--- src/rtl/ffps_pkg.sv ---
package ffps_pkg;

    localparam int PAGE_BYTES_DEF    = 16;
    localparam int ERASE_POLL_US_DEF = 1000000;
    localparam logic [31:0] DEVICE_ID_RST = 32'h012B_C043;
    localparam logic [7:0]  RETRY_RST     = 8'd10;

    localparam logic [2:0] ACT_START = 3'd0;
    localparam logic [2:0] ACT_DATA  = 3'd1;
    localparam logic [2:0] ACT_FIN   = 3'd2;
    localparam logic [2:0] ACT_REPLY = 3'd3;
    localparam logic [2:0] ACT_XFAIL = 3'd4;

    localparam logic [1:0] KIND_BYTE  = 2'd0;
    localparam logic [1:0] KIND_DELAY = 2'd1;
    localparam logic [1:0] KIND_DONE  = 2'd2;

    localparam logic [2:0] ST_OK      = 3'd0;
    localparam logic [2:0] ST_BAD_ID  = 3'd1;
    localparam logic [2:0] ST_LINK    = 3'd2;
    localparam logic [2:0] ST_TIMEOUT = 3'd3;
    localparam logic [2:0] ST_ERASE   = 3'd4;
    localparam logic [2:0] ST_PROG    = 3'd5;
    localparam logic [2:0] ST_REJECT  = 3'd6;

    localparam logic [0:0] CFG_DEVICE_ID = 1'd0;
    localparam logic [0:0] CFG_RETRY     = 1'd1;

    // frame codes issued by the front part
    localparam logic [3:0] FR_NONE    = 4'd0;
    localparam logic [3:0] FR_ID      = 4'd1;  // E0 00 00 00, read
    localparam logic [3:0] FR_STATUS  = 4'd2;  // 3C 00 00 00, read
    localparam logic [3:0] FR_ENABLE  = 4'd3;  // 74 08 00 00
    localparam logic [3:0] FR_ERASE   = 4'd4;  // 0E 04 00 00
    localparam logic [3:0] FR_DISABLE = 4'd5;  // 46 00 00 00
    localparam logic [3:0] FR_PDONE   = 4'd6;  // 5E 00 00 00
    localparam logic [3:0] FR_REFRESH = 4'd7;  // 79 00 00
    localparam logic [3:0] FR_EXIT    = 4'd8;  // 26 00 00
    localparam logic [3:0] FR_PAGE    = 4'd9;  // 70 00 00 01 + page

    typedef struct packed {
        logic [3:0]  frame1;
        logic [3:0]  frame2;
        logic        dly_en;
        logic [19:0] dly;
        logic        done_en;
        logic [2:0]  status;
    } cmd_t;

    function automatic logic [7:0] frame_byte(input logic [3:0] fr, input logic [1:0] idx);
        logic [7:0] b;
        b = 8'h00;
        unique case (fr)
            FR_ID:      b = (idx == 2'd0) ? 8'hE0 : 8'h00;
            FR_STATUS:  b = (idx == 2'd0) ? 8'h3C : 8'h00;
            FR_ENABLE:  b = (idx == 2'd0) ? 8'h74 : ((idx == 2'd1) ? 8'h08 : 8'h00);
            FR_ERASE:   b = (idx == 2'd0) ? 8'h0E : ((idx == 2'd1) ? 8'h04 : 8'h00);
            FR_DISABLE: b = (idx == 2'd0) ? 8'h46 : 8'h00;
            FR_PDONE:   b = (idx == 2'd0) ? 8'h5E : 8'h00;
            FR_REFRESH: b = (idx == 2'd0) ? 8'h79 : 8'h00;
            FR_EXIT:    b = (idx == 2'd0) ? 8'h26 : 8'h00;
            FR_PAGE:    b = (idx == 2'd0) ? 8'h70 : ((idx == 2'd3) ? 8'h01 : 8'h00);
            default:    b = 8'h00;
        endcase
        return b;
    endfunction

endpackage

--- src/rtl/ffps_ram.sv ---
module ffps_ram #(
    parameter int WIDTH = 8,
    parameter int DEPTH = 16
) (
    input  logic                     aclk,
    input  logic                     we,
    input  logic [$clog2(DEPTH)-1:0] waddr,
    input  logic [WIDTH-1:0]         wdata,
    input  logic [$clog2(DEPTH)-1:0] raddr,
    output logic [WIDTH-1:0]         rdata
);
    logic [WIDTH-1:0] mem [DEPTH];

    always_ff @(posedge aclk) begin
        if (we) begin
            mem[waddr] <= wdata;
        end
        rdata <= mem[raddr];
    end
endmodule

--- src/rtl/ffps_front.sv ---
module ffps_front #(
    parameter int PAGE_BYTES    = ffps_pkg::PAGE_BYTES_DEF,
    parameter int ERASE_POLL_US = ffps_pkg::ERASE_POLL_US_DEF,
    localparam int AW = (PAGE_BYTES > 1) ? $clog2(PAGE_BYTES) : 1,
    localparam int FW = $clog2(PAGE_BYTES + 1)
) (
    input  logic                aclk,
    input  logic                aresetn,
    input  logic                cfg_we,
    input  logic [0:0]          cfg_index,
    input  logic [31:0]         cfg_data,
    input  logic                s_valid,
    output logic                s_ready,
    input  logic [2:0]          s_action,
    input  logic [7:0]          s_data_byte,
    input  logic                s_end_of_chunk,
    input  logic [31:0]         s_reply_word,
    output logic                q_valid,
    input  logic                q_ready,
    output ffps_pkg::cmd_t      q_cmd,
    output logic [FW-1:0]       q_fill,
    output logic                ram_we,
    output logic [AW-1:0]       ram_waddr,
    output logic [7:0]          ram_wdata
);
    localparam logic [3:0] PH_IDLE = 4'd0, PH_READY = 4'd1, PH_AWAIT_ID = 4'd2,
        PH_WAIT_ENABLE = 4'd3, PH_WAIT_ERASE = 4'd4, PH_AWAIT_FAIL = 4'd5,
        PH_WAIT_PAGE = 4'd6, PH_WAIT_DONE = 4'd7, PH_AWAIT_DONEBIT = 4'd8,
        PH_WAIT_REFRESH = 4'd9;
    localparam int ERASE_US_R = (ERASE_POLL_US > 1000) ?
        (ERASE_POLL_US / 1000) * 1000 : ERASE_POLL_US;
    localparam logic [FW-1:0] FULL = FW'(PAGE_BYTES);

    logic [31:0]   dev_id_reg;
    logic [7:0]    retry_reg;
    logic [3:0]    phase_reg, phase_next;
    logic [7:0]    poll_reg, poll_next, poll_inc;
    logic [FW-1:0] fill_reg, fill_next, fill_inc;
    logic          chunk_reg, chunk_next;
    logic          clean_reg, clean_next;
    logic          pending, take;
    ffps_pkg::cmd_t cmd;

    assign s_ready = q_ready;
    assign take    = s_valid && q_ready;
    assign pending = (phase_reg != PH_IDLE) && (phase_reg != PH_READY);
    assign poll_inc = (poll_reg == 8'hFF) ? poll_reg : poll_reg + 8'd1;
    assign fill_inc = (fill_reg < FULL) ? fill_reg + FW'(1) : fill_reg;

    function automatic logic [19:0] poll_us(input logic [3:0] ph);
        logic [19:0] us;
        unique case (ph)
            PH_WAIT_ENABLE:  us = 20'd2;
            PH_WAIT_ERASE:   us = 20'(ERASE_US_R);
            PH_WAIT_REFRESH: us = 20'd1000;
            default:         us = 20'd50;
        endcase
        return us;
    endfunction

    always_comb begin
        phase_next = phase_reg;
        poll_next  = poll_reg;
        fill_next  = fill_reg;
        chunk_next = chunk_reg;
        clean_next = clean_reg;
        cmd        = '0;
        ram_we     = 1'b0;
        ram_waddr  = fill_reg[AW-1:0];
        ram_wdata  = s_data_byte;
        q_fill     = fill_reg;
        if (s_action == ffps_pkg::ACT_START && !pending) begin
            fill_next = '0; chunk_next = 1'b0; clean_next = 1'b0;
            cmd.frame1 = ffps_pkg::FR_ID;
            phase_next = PH_AWAIT_ID;
        end else if (s_action == ffps_pkg::ACT_DATA && phase_reg == PH_READY) begin
            ram_we = take && (fill_reg < FULL);
            if (s_end_of_chunk) chunk_next = 1'b1;
            fill_next = fill_inc;
            if (fill_inc >= FULL || s_end_of_chunk) begin
                q_fill = fill_inc;
                cmd.frame1 = ffps_pkg::FR_PAGE;
                cmd.frame2 = ffps_pkg::FR_STATUS;
                fill_next = '0; poll_next = '0; phase_next = PH_WAIT_PAGE;
            end
        end else if (s_action == ffps_pkg::ACT_FIN && phase_reg == PH_READY) begin
            fill_next = '0; chunk_next = 1'b0;
            cmd.frame1 = ffps_pkg::FR_PDONE;
            cmd.frame2 = ffps_pkg::FR_STATUS;
            poll_next = '0; phase_next = PH_WAIT_DONE;
        end else if ((s_action == ffps_pkg::ACT_REPLY || s_action == ffps_pkg::ACT_XFAIL)
                     && pending) begin
            logic fail;
            logic [2:0] code;
            fail = 1'b0;
            code = ffps_pkg::ST_LINK;
            if (s_action == ffps_pkg::ACT_XFAIL) begin
                fail = 1'b1;
            end else begin
                unique case (phase_reg)
                    PH_AWAIT_ID: begin
                        if (s_reply_word != dev_id_reg) begin
                            fail = 1'b1; code = ffps_pkg::ST_BAD_ID;
                        end else begin
                            cmd.frame1 = ffps_pkg::FR_ENABLE;
                            cmd.frame2 = ffps_pkg::FR_STATUS;
                            poll_next = '0; phase_next = PH_WAIT_ENABLE;
                        end
                    end
                    PH_AWAIT_FAIL: begin
                        if (s_reply_word[13]) begin
                            fail = 1'b1; code = ffps_pkg::ST_ERASE;
                        end else begin
                            cmd.frame1 = ffps_pkg::FR_DISABLE;
                            cmd.done_en = 1'b1;
                            phase_next = PH_READY;
                            fill_next = '0; chunk_next = 1'b0;
                        end
                    end
                    PH_AWAIT_DONEBIT: begin
                        if (!s_reply_word[8]) begin
                            clean_next = 1'b1;
                            cmd.frame1 = ffps_pkg::FR_ERASE;
                            cmd.frame2 = ffps_pkg::FR_STATUS;
                            poll_next = '0; phase_next = PH_WAIT_ERASE;
                        end else begin
                            cmd.frame1 = ffps_pkg::FR_EXIT;
                            cmd.done_en = 1'b1;
                            phase_next = PH_IDLE;
                        end
                    end
                    default: begin
                        poll_next = poll_inc;
                        if (poll_inc >= retry_reg) begin
                            fail = 1'b1; code = ffps_pkg::ST_TIMEOUT;
                        end else begin
                            cmd.dly_en = 1'b1;
                            cmd.dly = poll_us(phase_reg);
                            if (s_reply_word[12]) begin
                                cmd.frame2 = ffps_pkg::FR_STATUS;
                            end else begin
                                unique case (phase_reg)
                                    PH_WAIT_ENABLE: begin
                                        cmd.frame1 = ffps_pkg::FR_ERASE;
                                        cmd.frame2 = ffps_pkg::FR_STATUS;
                                        poll_next = '0; phase_next = PH_WAIT_ERASE;
                                    end
                                    PH_WAIT_ERASE: begin
                                        if (clean_reg) begin
                                            cmd.frame1 = ffps_pkg::FR_REFRESH;
                                            cmd.frame2 = ffps_pkg::FR_STATUS;
                                            poll_next = '0;
                                            phase_next = PH_WAIT_REFRESH;
                                        end else begin
                                            cmd.frame2 = ffps_pkg::FR_STATUS;
                                            phase_next = PH_AWAIT_FAIL;
                                        end
                                    end
                                    PH_WAIT_PAGE: begin
                                        phase_next = PH_READY;
                                        if (chunk_reg) begin
                                            chunk_next = 1'b0;
                                            cmd.done_en = 1'b1;
                                        end
                                    end
                                    PH_WAIT_DONE: begin
                                        cmd.frame2 = ffps_pkg::FR_STATUS;
                                        phase_next = PH_AWAIT_DONEBIT;
                                    end
                                    default: begin
                                        fail = 1'b1; code = ffps_pkg::ST_PROG;
                                    end
                                endcase
                            end
                        end
                    end
                endcase
            end
            if (fail) begin
                cmd.done_en = 1'b1;
                cmd.status = clean_reg ? ffps_pkg::ST_PROG : code;
                clean_next = 1'b0; phase_next = PH_IDLE;
                fill_next = '0; chunk_next = 1'b0; poll_next = '0;
            end
        end else begin
            cmd.done_en = 1'b1;
            cmd.status = ffps_pkg::ST_REJECT;
        end
    end

    always_ff @(posedge aclk) begin
        if (!aresetn) begin
            dev_id_reg <= ffps_pkg::DEVICE_ID_RST;
            retry_reg  <= ffps_pkg::RETRY_RST;
            phase_reg  <= PH_IDLE;
            poll_reg   <= '0;
            fill_reg   <= '0;
            chunk_reg  <= 1'b0;
            clean_reg  <= 1'b0;
        end else begin
            if (cfg_we) begin
                case (cfg_index)
                    ffps_pkg::CFG_DEVICE_ID: dev_id_reg <= cfg_data;
                    default:                 retry_reg  <= cfg_data[7:0];
                endcase
            end
            if (take) begin
                phase_reg <= phase_next;
                poll_reg  <= poll_next;
                fill_reg  <= fill_next;
                chunk_reg <= chunk_next;
                clean_reg <= clean_next;
            end
        end
    end

    assign q_valid = take;
    assign q_cmd   = cmd;
endmodule

--- src/rtl/ffps_back.sv ---
module ffps_back #(
    parameter int PAGE_BYTES = ffps_pkg::PAGE_BYTES_DEF,
    localparam int AW = (PAGE_BYTES > 1) ? $clog2(PAGE_BYTES) : 1,
    localparam int FW = $clog2(PAGE_BYTES + 1)
) (
    input  logic           aclk,
    input  logic           aresetn,
    input  logic           q_valid,
    output logic           q_ready,
    input  ffps_pkg::cmd_t q_cmd,
    input  logic [FW-1:0]  q_fill,
    output logic [AW-1:0]  ram_raddr,
    input  logic [7:0]     ram_rdata,
    output logic           m_valid,
    input  logic           m_ready,
    output logic [1:0]     m_kind,
    output logic [7:0]     m_serial_byte,
    output logic           m_frame_end,
    output logic           m_read_follows,
    output logic [19:0]    m_wait_us,
    output logic [2:0]     m_op_status,
    output logic           m_last
);
    localparam logic [2:0] S_IDLE = 3'd0, S_F1 = 3'd1, S_PAGE = 3'd2, S_DLY = 3'd3,
        S_F2 = 3'd4, S_DONE = 3'd5;
    localparam int CW = $clog2(PAGE_BYTES + 1);

    ffps_pkg::cmd_t cmd_reg;
    logic [FW-1:0]  fill_reg;
    logic [2:0]     st_reg, st_after;
    logic [1:0]     idx_reg;
    logic [CW-1:0]  pg_reg;
    logic [CW-1:0]  rd_ptr;
    logic           pend_reg;     // page byte requested from RAM, data valid now
    logic           ov_reg;
    logic [1:0]     o_kind;
    logic [7:0]     o_byte;
    logic           o_fe, o_rf, o_last;
    logic [19:0]    o_dly;
    logic [2:0]     o_st;
    logic           emit, out_free;

    assign out_free = !ov_reg || m_ready;
    assign q_ready  = (st_reg == S_IDLE);
    assign m_valid  = ov_reg;
    // keep the address on the shown byte while the output stalls
    assign rd_ptr    = pend_reg ? pg_reg - CW'(1) : pg_reg;
    assign ram_raddr = rd_ptr[AW-1:0];

    // next state after the current step, for deciding "last"
    function automatic logic [2:0] after_f1(input ffps_pkg::cmd_t c);
        if (c.frame2 != ffps_pkg::FR_NONE) return S_F2;
        if (c.done_en)                     return S_DONE;
        return S_IDLE;
    endfunction

    function automatic logic [2:0] after_dly(input ffps_pkg::cmd_t c);
        if (c.frame1 != ffps_pkg::FR_NONE) return S_F1;
        return after_f1(c);
    endfunction

    // a poll delay always goes ahead of the frames it triggers
    function automatic logic [2:0] first_state(input ffps_pkg::cmd_t c);
        if (c.dly_en) return S_DLY;
        return after_dly(c);
    endfunction

    always_comb begin
        emit = 1'b0; st_after = st_reg;
        o_kind = ffps_pkg::KIND_BYTE; o_byte = '0; o_fe = 1'b0; o_rf = 1'b0;
        o_dly = '0; o_st = '0;
        unique case (st_reg)
            S_F1: begin
                emit = out_free;
                o_byte = ffps_pkg::frame_byte(cmd_reg.frame1, idx_reg);
                if (cmd_reg.frame1 == ffps_pkg::FR_PAGE) begin
                    st_after = (idx_reg == 2'd3) ? S_PAGE : S_F1;
                end else if (idx_reg == 2'd3 || (idx_reg == 2'd2 &&
                             (cmd_reg.frame1 == ffps_pkg::FR_REFRESH ||
                              cmd_reg.frame1 == ffps_pkg::FR_EXIT))) begin
                    o_fe = 1'b1;
                    o_rf = (cmd_reg.frame1 == ffps_pkg::FR_ID);
                    st_after = after_f1(cmd_reg);
                end
            end
            S_PAGE: begin
                emit = out_free && pend_reg;
                o_byte = (pg_reg <= CW'(fill_reg)) ? ram_rdata : 8'hFF;
                if (pg_reg == CW'(PAGE_BYTES)) begin
                    o_fe = 1'b1;
                    st_after = after_f1(cmd_reg);
                end
            end
            S_DLY: begin
                emit = out_free;
                o_kind = ffps_pkg::KIND_DELAY; o_dly = cmd_reg.dly;
                st_after = after_dly(cmd_reg);
            end
            S_F2: begin
                emit = out_free;
                o_byte = ffps_pkg::frame_byte(cmd_reg.frame2, idx_reg);
                if (idx_reg == 2'd3) begin
                    o_fe = 1'b1; o_rf = 1'b1;
                    st_after = cmd_reg.done_en ? S_DONE : S_IDLE;
                end
            end
            S_DONE: begin
                emit = out_free;
                o_kind = ffps_pkg::KIND_DONE; o_st = cmd_reg.status;
                st_after = S_IDLE;
            end
            default: ;
        endcase
        o_last = (st_after == S_IDLE);
    end

    always_ff @(posedge aclk) begin
        if (!aresetn) begin
            st_reg <= S_IDLE; ov_reg <= 1'b0; idx_reg <= '0; pg_reg <= '0;
            pend_reg <= 1'b0;
        end else begin
            if (m_ready) ov_reg <= 1'b0;
            if (q_valid && q_ready) begin
                cmd_reg  <= q_cmd;
                fill_reg <= q_fill;
                st_reg   <= first_state(q_cmd);
                idx_reg  <= '0;
            end else if (emit) begin
                ov_reg <= 1'b1;
                m_kind <= o_kind; m_serial_byte <= o_byte; m_frame_end <= o_fe;
                m_read_follows <= o_rf; m_wait_us <= o_dly; m_op_status <= o_st;
                m_last <= o_last;
                idx_reg <= (st_after != st_reg) ? 2'd0 : idx_reg + 2'd1;
                if (st_reg == S_F1 && st_after == S_PAGE) begin
                    pg_reg <= '0; pend_reg <= 1'b0;
                end
                if (st_reg == S_PAGE) pend_reg <= 1'b0;
                st_reg <= (st_after == S_PAGE && st_reg == S_PAGE) ? S_PAGE :
                          ((st_reg == S_PAGE && pg_reg == CW'(PAGE_BYTES)) ||
                           st_reg != S_PAGE) ? st_after : S_PAGE;
            end else if (st_reg == S_PAGE && !pend_reg) begin
                // ram read for byte pg_reg; pg_reg counts 1..PAGE_BYTES when shown
                pend_reg <= 1'b1;
                pg_reg   <= pg_reg + CW'(1);
            end
        end
    end
endmodule

--- src/rtl/fpga_flash_program_sequencer_top.sv ---
// channel  | ports                                          | transfer when
// input    | s_action s_data_byte s_end_of_chunk s_reply_word | s_valid && s_ready
// result   | m_kind .. m_last                               | m_valid && m_ready
// An item is classified combinationally as it transfers and is written to the
// queue register; the back part then emits one result per cycle while m_ready is
// high, page bytes slower, as each one is first read from the page RAM.
// s_ready is low while the queue slot holds an item the back part has not
// taken yet. A stalled m_ready holds the output register.
// aresetn is synchronous; the page RAM is not cleared.
module fpga_flash_program_sequencer_top #(
    parameter int PAGE_BYTES    = ffps_pkg::PAGE_BYTES_DEF,
    parameter int ERASE_POLL_US = ffps_pkg::ERASE_POLL_US_DEF
) (
    input  logic        aclk,
    input  logic        aresetn,
    input  logic        cfg_we,
    input  logic [0:0]  cfg_index,
    input  logic [31:0] cfg_data,
    input  logic        s_valid,
    output logic        s_ready,
    input  logic [2:0]  s_action,
    input  logic [7:0]  s_data_byte,
    input  logic        s_end_of_chunk,
    input  logic [31:0] s_reply_word,
    output logic        m_valid,
    input  logic        m_ready,
    output logic [1:0]  m_kind,
    output logic [7:0]  m_serial_byte,
    output logic        m_frame_end,
    output logic        m_read_follows,
    output logic [19:0] m_wait_us,
    output logic [2:0]  m_op_status,
    output logic        m_last
);
    localparam int AW = (PAGE_BYTES > 1) ? $clog2(PAGE_BYTES) : 1;
    localparam int FW = $clog2(PAGE_BYTES + 1);

    logic           q_valid, q_ready, ram_we;
    ffps_pkg::cmd_t q_cmd, q_cmd_reg;
    logic [FW-1:0]  q_fill, q_fill_reg;
    logic           qv_reg, bq_ready;
    logic [AW-1:0]  ram_waddr, ram_raddr;
    logic [7:0]     ram_wdata, ram_rdata;

    // one-entry queue between front and back
    assign q_ready = !qv_reg;
    always_ff @(posedge aclk) begin
        if (!aresetn) begin
            qv_reg <= 1'b0;
        end else if (q_valid) begin
            qv_reg <= 1'b1;
        end else if (bq_ready) begin
            qv_reg <= 1'b0;
        end
    end
    always_ff @(posedge aclk) begin
        if (q_valid) begin
            q_cmd_reg  <= q_cmd;
            q_fill_reg <= q_fill;
        end
    end

    ffps_front #(.PAGE_BYTES(PAGE_BYTES), .ERASE_POLL_US(ERASE_POLL_US)) u_front (
        .aclk, .aresetn, .cfg_we, .cfg_index, .cfg_data,
        .s_valid, .s_ready, .s_action, .s_data_byte, .s_end_of_chunk, .s_reply_word,
        .q_valid, .q_ready, .q_cmd, .q_fill, .ram_we, .ram_waddr, .ram_wdata
    );

    ffps_ram #(.WIDTH(8), .DEPTH(1 << AW)) u_ram (
        .aclk, .we(ram_we), .waddr(ram_waddr), .wdata(ram_wdata),
        .raddr(ram_raddr), .rdata(ram_rdata)
    );

    ffps_back #(.PAGE_BYTES(PAGE_BYTES)) u_back (
        .aclk, .aresetn, .q_valid(qv_reg), .q_ready(bq_ready), .q_cmd(q_cmd_reg),
        .q_fill(q_fill_reg), .ram_raddr, .ram_rdata, .m_valid, .m_ready, .m_kind,
        .m_serial_byte, .m_frame_end, .m_read_follows, .m_wait_us, .m_op_status, .m_last
    );
endmodule

--- config.mk ---
export PLATFORM = sky130hd
export DESIGN_NAME = fpga_flash_program_sequencer_top
export DESIGN_NICKNAME = d
export VERILOG_FILES = /design/src/rtl/ffps_pkg.sv /design/src/rtl/ffps_ram.sv /design/src/rtl/ffps_front.sv /design/src/rtl/ffps_back.sv /design/src/rtl/fpga_flash_program_sequencer_top.sv
export SDC_FILE = /design/constraint.sdc
export NUM_CORES = 1
export LEC_CHECK = 0
export BUFFER_PORTS_ARGS = -buffer_cell sky130_fd_sc_hd__buf_4
export CAP_MARGIN = 5
export CORE_AREA = 2 2 208 210
export DETAILED_ROUTE_END_ITERATION = 8
export DIE_AREA = 0 0 210 212
export GPL_TIMING_DRIVEN = 0
export PLACE_DENSITY = 0.49
export SLEW_MARGIN = 0
export SYNTH_ARGS = -nofsm -noshare
export SYNTH_HDL_FRONTEND = slang
export SYNTH_SLANG_ARGS = --single-unit
--- constraint.sdc ---
create_clock -name aclk -period 3.9 [get_ports aclk]
set_input_delay 0.39 -clock aclk [delete_from_list [all_inputs] [get_ports aclk]]
set_output_delay 0.39 -clock aclk [all_outputs]
set_load 0.05 [all_outputs]
# Yosys cells after proc, flatten, opt, wreduce, memory -nomap -nowiden
# Memories as Yosys holds them, arrays and structs flattened. A register that Yosys moved wholly into a read port is not among the register bits.
# Index checks and enable logic that the tools add are counted.
dict set report totals {
  ramBits 128
  mem_count 1
  reg_bits 183
  wordCells 410
  input_bits 82
  out_inout_bits 38
}
# name words width rd rd_ports_with_merged_regs write_ports line
set mem_list {}
lappend mem_list {u_ram.mem 16 8 1 1 1 ffps_ram.sv:12} ;# logic [WIDTH-1:0] mem [DEPTH];
dict set report op_classes {
  n_mux 229
  magnitude_cmp 4
  bitwise_logic 6
  eq_ne 68
  n_reduce_logical 63
  add_sub_neg 5
}
# cell n
set ops {}
lappend ops {{$mux W30} 8}
lappend ops {{$mux W8} 23}
lappend ops {{$pmux W8 S9} 2}
lappend ops {{$mux W3} 37}
lappend ops {{$mux W1} 93}
lappend ops {{$mux W5} 16}
lappend ops {{$mux W4} 19}
lappend ops {{$pmux W20 S3} 1}
lappend ops {{$eq A4 B3 Y1 const B} 12}
lappend ops {{$pmux W8 S3} 2}
lappend ops {{$pmux W4 S3} 3}
lappend ops {{$ne A32 B32 Y1} 1}
lappend ops {{$mux W29} 1}
lappend ops {{$eq A4 B2 Y1 const B} 6}
lappend ops {{$eq A4 B4 Y1 const B} 6}
lappend ops {{$reduce_bool A4 Y1} 6}
lappend ops {{$mux W21} 1}
lappend ops {{$mux W7} 3}
lappend ops {{$mux W6} 3}
lappend ops {{$reduce_and A9 Y1} 2}
lappend ops {{$pmux W4 S4} 1}
lappend ops {{$pmux W8 S2} 1}
lappend ops {{$eq A3 B2 Y1 const B} 5}
lappend ops {{$pmux W3 S5} 1}
lappend ops {{other kinds (58)} 122}

# Longest topological paths before layout
dict set report depth {
  ltp_word 21
  ltp_mapped 15
  ltp_nobuf 14
}

# Hierarchy
# Synthesis repeated with hierarchy kept, for this count alone.
dict set report hier_totals {
  hier_cells 1178
  area_unflattened_um2 14461.4
}
# module cells_each area_each_um2 n_inst seq_area_each_um2
set modules_own_cells {}
lappend modules_own_cells {ffps_ram 229 5147.4 1 4003.8}
lappend modules_own_cells {ffps_back 368 4159.0 1 2432.3}
lappend modules_own_cells {ffps_front 539 3976.3 1 1181.1}
lappend modules_own_cells {fpga_flash_program_sequencer_top 42 1178.6 1 1161.1}

# Worst setup path before layout
# No wires, ideal clock.
dict set report synth_timing {
  path_kind {register to register}
  startpoint {register u_front.poll_reg[0]}
  endpoint {register u_front.poll_reg[1]}
  t_required_ns 3.768
  stages_incl_launch_ff 14
  n_path_buf 1
  period_less_slack_ns 3.278
  t_arrival_ns 3.146
  slack_ns 0.622
  path_cell_list {dfxtp_1 -> ha_1 -> and2_1 -> nand3_1 -> mux2_2 -> ha_1 -> or4_1 -> a21oi_2 -> o311ai_1 -> o311a_1 -> and3_1 -> buf_2 -> nand3_1 -> a21oi_1}
}
dict set report synth_via {
  elab_chain_cells 14
  elab_cells_between_ends 26
}
# element line
set synth_rtl {}
lappend synth_rtl {{start, declared} ffps_front.sv:37} ;# logic [7:0] poll_reg, poll_next, poll_inc;
lappend synth_rtl {{start signal, assigned} ffps_front.sv:209} ;# poll_reg <= poll_next;
lappend synth_rtl {{$add A8 B1 Y8 or $eq A8 B8 Y1 (tied branches)} ffps_front.sv:47} ;# assign poll_inc = (poll_reg == 8'hFF) ? poll_reg : poll_reg + 8'd1;
lappend synth_rtl {{$mux W8 (*)} ffps_front.sv:47}
lappend synth_rtl {{$ge A8 B8 Y1} ffps_front.sv:134} ;# if (poll_inc >= retry_reg) begin
lappend synth_rtl {{$mux W1} ffps_front.sv:134}
lappend synth_rtl {{$pmux W1 S3} ffps_front.sv:100} ;# unique case (phase_reg)
lappend synth_rtl {{$mux W1} ffps_front.sv:97} ;# if (s_action == ffps_pkg::ACT_XFAIL) begin
lappend synth_rtl {{$mux W1} ffps_front.sv:91} ;# end else if ((s_action == ffps_pkg::ACT_REPLY || s_action == ffps_pkg::ACT_XFAIL)
lappend synth_rtl {{$mux W1} ffps_front.sv:86} ;# end else if (s_action == ffps_pkg::ACT_FIN && phase_reg == PH_READY) begin
lappend synth_rtl {{$mux W1} ffps_front.sv:76} ;# end else if (s_action == ffps_pkg::ACT_DATA && phase_reg == PH_READY) begin
lappend synth_rtl {{$mux W1} ffps_front.sv:72} ;# if (s_action == ffps_pkg::ACT_START && !pending) begin
lappend synth_rtl {{$mux W8} ffps_front.sv:179} ;# if (fail) begin
lappend synth_rtl {{$mux W8} ffps_front.sv:91}
lappend synth_rtl {{$mux W8} ffps_front.sv:86}
lappend synth_rtl {{$mux W8} ffps_front.sv:76}
# Mark *: on every way between the ends. The rest lies on a longest branch, timed or not. The select of a mux whose other input is x is not followed.
# A chain may end at the register's enable or synchronous reset.

# Worst setup path in the final report
dict set report layout_timing {
  startpoint {register u_front.poll_reg[0]}
  endpoint {register u_front.poll_reg[3]}
}
# The elaborated chain is that of the path after synthesis.

==> results.cfg <==
[setup_path]
end_kind = flip-flop
arrival_ns = 4.04
critPathMaxFanout = 7
ff2ff_path_depth = 13
worstSetupPathType = reg2reg
start_kind = flip-flop
cp.required_ns = 4.31

[flow_run]
drv_cap = 0

[drt]
wl_per_cell_um = 17.42
drtIter0Drc = 556
routed_wl_um = 30800
viasPerCell = 4.821
postRouteAntennaNets = 0
drc = 0
dr.pass1.iters = 5
vias = 8523

[global_route]
antenna_found_initial = 0
first_global_vias = 8444
grt_max_degree = 30
grt.overflow.total = 0
grtUsageTotal = 0.1386
grt_pass1_wl_um = 48250

[pwr]
power_leakage_nw = 5.365
power.density_nw_per_um2 = 497.0
max-vdd-ir-drop_uv = 302.9

[floorplanning]
die_x_um = 210
die-area_um2 = 44520
ios = 120
start_util = 0.2942
die_h_um = 212
placementRows = 76
core_area_um2 = 42510

[placed_design]
pre_cts_slack_ns = -0.01728
dp_cells = 1707
hpwlAfterDp_um = 22540
gp_congestion = 0.8936
port_buffers = 110

[cells_and_area]
multi_input_area_um2 = 4757
seq_area_um2 = 7337
largest_reg_flops = 128
drive_above_1_share = 0.2144
n_fill_cell = 4158
nNetsFinal = 1306
antenna_cells = 0
layoutNonFillerInstCount = 1768
areaGrowthSynthToFinish_pct = 20.97

[synthesis]
synth_top_family_by_area = simple AND/OR/NAND/NOR gates
synth-compound-area-share = 0.09784
syn_avg_cell_area_um2 = 12.01
yosys-mux-area-fraction = 0.07713
synth-simple-area-share = 0.1432
netlist_instances = 1041
yosysTopAreaCellShare = 0.4586
yosysTopAreaCell = edfxtp_1
synth-edff-count = 191
synthTopCellsByArea = edfxtp_1 46%, dfxtp_1 13%, mux4_2 7.2%, nand2_1 4.0%, xnor2_1 2.8%
synth-main-ff-cell = edfxtp_1
synth-adder-area-share = 0.02601
yosys_warnings = 0
syn_area_um2 = 12510
synth.distinct_cells = 86
yosysSeqAreaShare = 0.5866
synth-seq-cells = 271
synth-async-reset-ratio = 0
synth_xor_area_frac = 0.03081

[sta]
hold_viol = 0
layout_min_cycle_time_ns = 3.626
setup_viol = 0
tns_ns = 0
worst_pin_slew_ns = 1.036
fin_crit_sh = 0.9297
timing.final.ws_setup_ns = 0.2740
rsz0062_at_grt = false
fin_skew_ns = 0.01034
final_max_slew_viol_count = 0
slew_headroom = 0.3072
max_freq_mhz = 275.8
whs_ns = 0.02971

[min_path]
min_path_cells = 3
hp-class = in2reg

[clock_network]
cts_tree = yes
htreeDepth = 1
clkLatencyLatePin_ns = 0.56
cts_made_buffers = 31
path_clk_slew_ns = 0.06
cts.sinks = 271
clockBufferDepth = 3
root_buffer = clkbuf_16

[run_status]
status = finished, final reports clean
==> worst max-delay path: stages, from the launching register on <==
cell and delay [ns]:
dfxtp_1 0.44, ha_1 0.21, and2_1 0.24, nand3_2 0.19, mux2_2 0.33, ha_1 0.19
or4_1 0.53, a21oi_2 0.22, o311ai_2 0.23, o311a_1 0.41, and3_1 0.18, buf_2 0.16
nand3_1 0.09, a21oi_1 0.06
==> synthesized netlist by cell type (14+ instances only) <==
library cell / count
edfxtp_1: 191
nand2_1: 134
dfxtp_1: 80
nor2_1: 80
a21oi_1: 69
mux4_2: 40
xnor2_1: 40
o21ai_0: 39
clkbuf_1: 33
nand3_1: 33
inv_1: 31
ha_1: 26
nor3_1: 22
buf_4: 15
nand4_1: 15
nand2b_1: 14
==> what timing repair did <==
action,4_1_cts,5_1_grt
cloned,0,0
setup endpoints to repair,1,18
setup buffers,0,3
endpoints found under the hold margin,1,0
gates resized for setup,1,3
pin swaps,0,1
hold buffers,1,0
==> layout by cell type, fill, tap and decap left out, types with 5 or more instances in the layout <==
cell / n
nor3_1: 21
xnor2_1: 39
edfxtp_1: 191
clkinv_1: 6
dfxtp_1: 80
mux4_2: 40
buf_2: 7
o21ai_1: 5
nand3_1: 32
clkbuf_16: 31
inv_1: 31
a31oi_1: 7
o21ai_0: 39
a21oi_1: 68
nand2_1: 134
ha_1: 26
and3_1: 12
nor2_1: 78
conb_1: 7
buf_4: 130
nor2b_1: 11
o211ai_1: 7
nand2b_1: 14
clkinv_2: 5
clkbuf_1: 42
nand4_1: 15
==> worst paths after layout <==
path,end,start,slack (ns)
setup / recovery,u_front.poll_reg[3],u_front.poll_reg[0],0.27
hold / removal,u_front.dev_id_reg[15],cfg_data[15],0.03
setup reg to reg,u_front.poll_reg[3],u_front.poll_reg[0],0.27
hold reg to reg,u_back.fill_reg[2],q_fill_reg[2],0.41
==> cell families after synthesis <==
family,Yosys count
compound gates,191
xor+xnor,44
fa+ha+maj,26
buf+inv,96
flops,271
mux,46
other cells,1
simple gates,366
==> where the power goes <==
part / switching [mW] / internal (mW) / leakage (nW) / total [mW]
Clock: 1.15 / 1.66 / 0.478 / 2.81
Combinational: 0.872 / 0.505 / 2.49 / 1.38
Sequential: 0.0701 / 3.26 / 2.40 / 3.34
==> metrics by stage <==
step / power [mW] / cell area (um2) / utilization
6_report: 7.520 / 15130 / 0.3559
5_1_grt: 7.877 / 15130 / 0.3559
4_1_cts: 7.625 / 15090 / 0.3549
3_5_place_dp: 4.782 / 14090 / 0.3314
3_3_place_gp: 4.768 / 14040 / 0.3303
2_1_floorplan: 4.319 / 12530 / -
==> final cells by class <==
class	instances	share of cell area
Buffer	63	0.02332
Clock buffer	40	0.05351
Clock inverter	17	0.01141
Inverter	33	0.008187
Multi-Input combinational cell	680	0.3144
Sequential cell	271	0.4849
Tap cell	546	0.04515
Timing Repair Buffer	118	0.05905
==> routing by layer <==
metal	vias to the layer above	GRT usage	wire, um
met5	-	0	0
met4	0	0.04280	726
met3	50	0.02201	1420
met2	187	0.2311	14700
met1	4134	0.1861	13950
li1	4152	-	-
No activity file was read; power rests on OpenSTA's default activity.
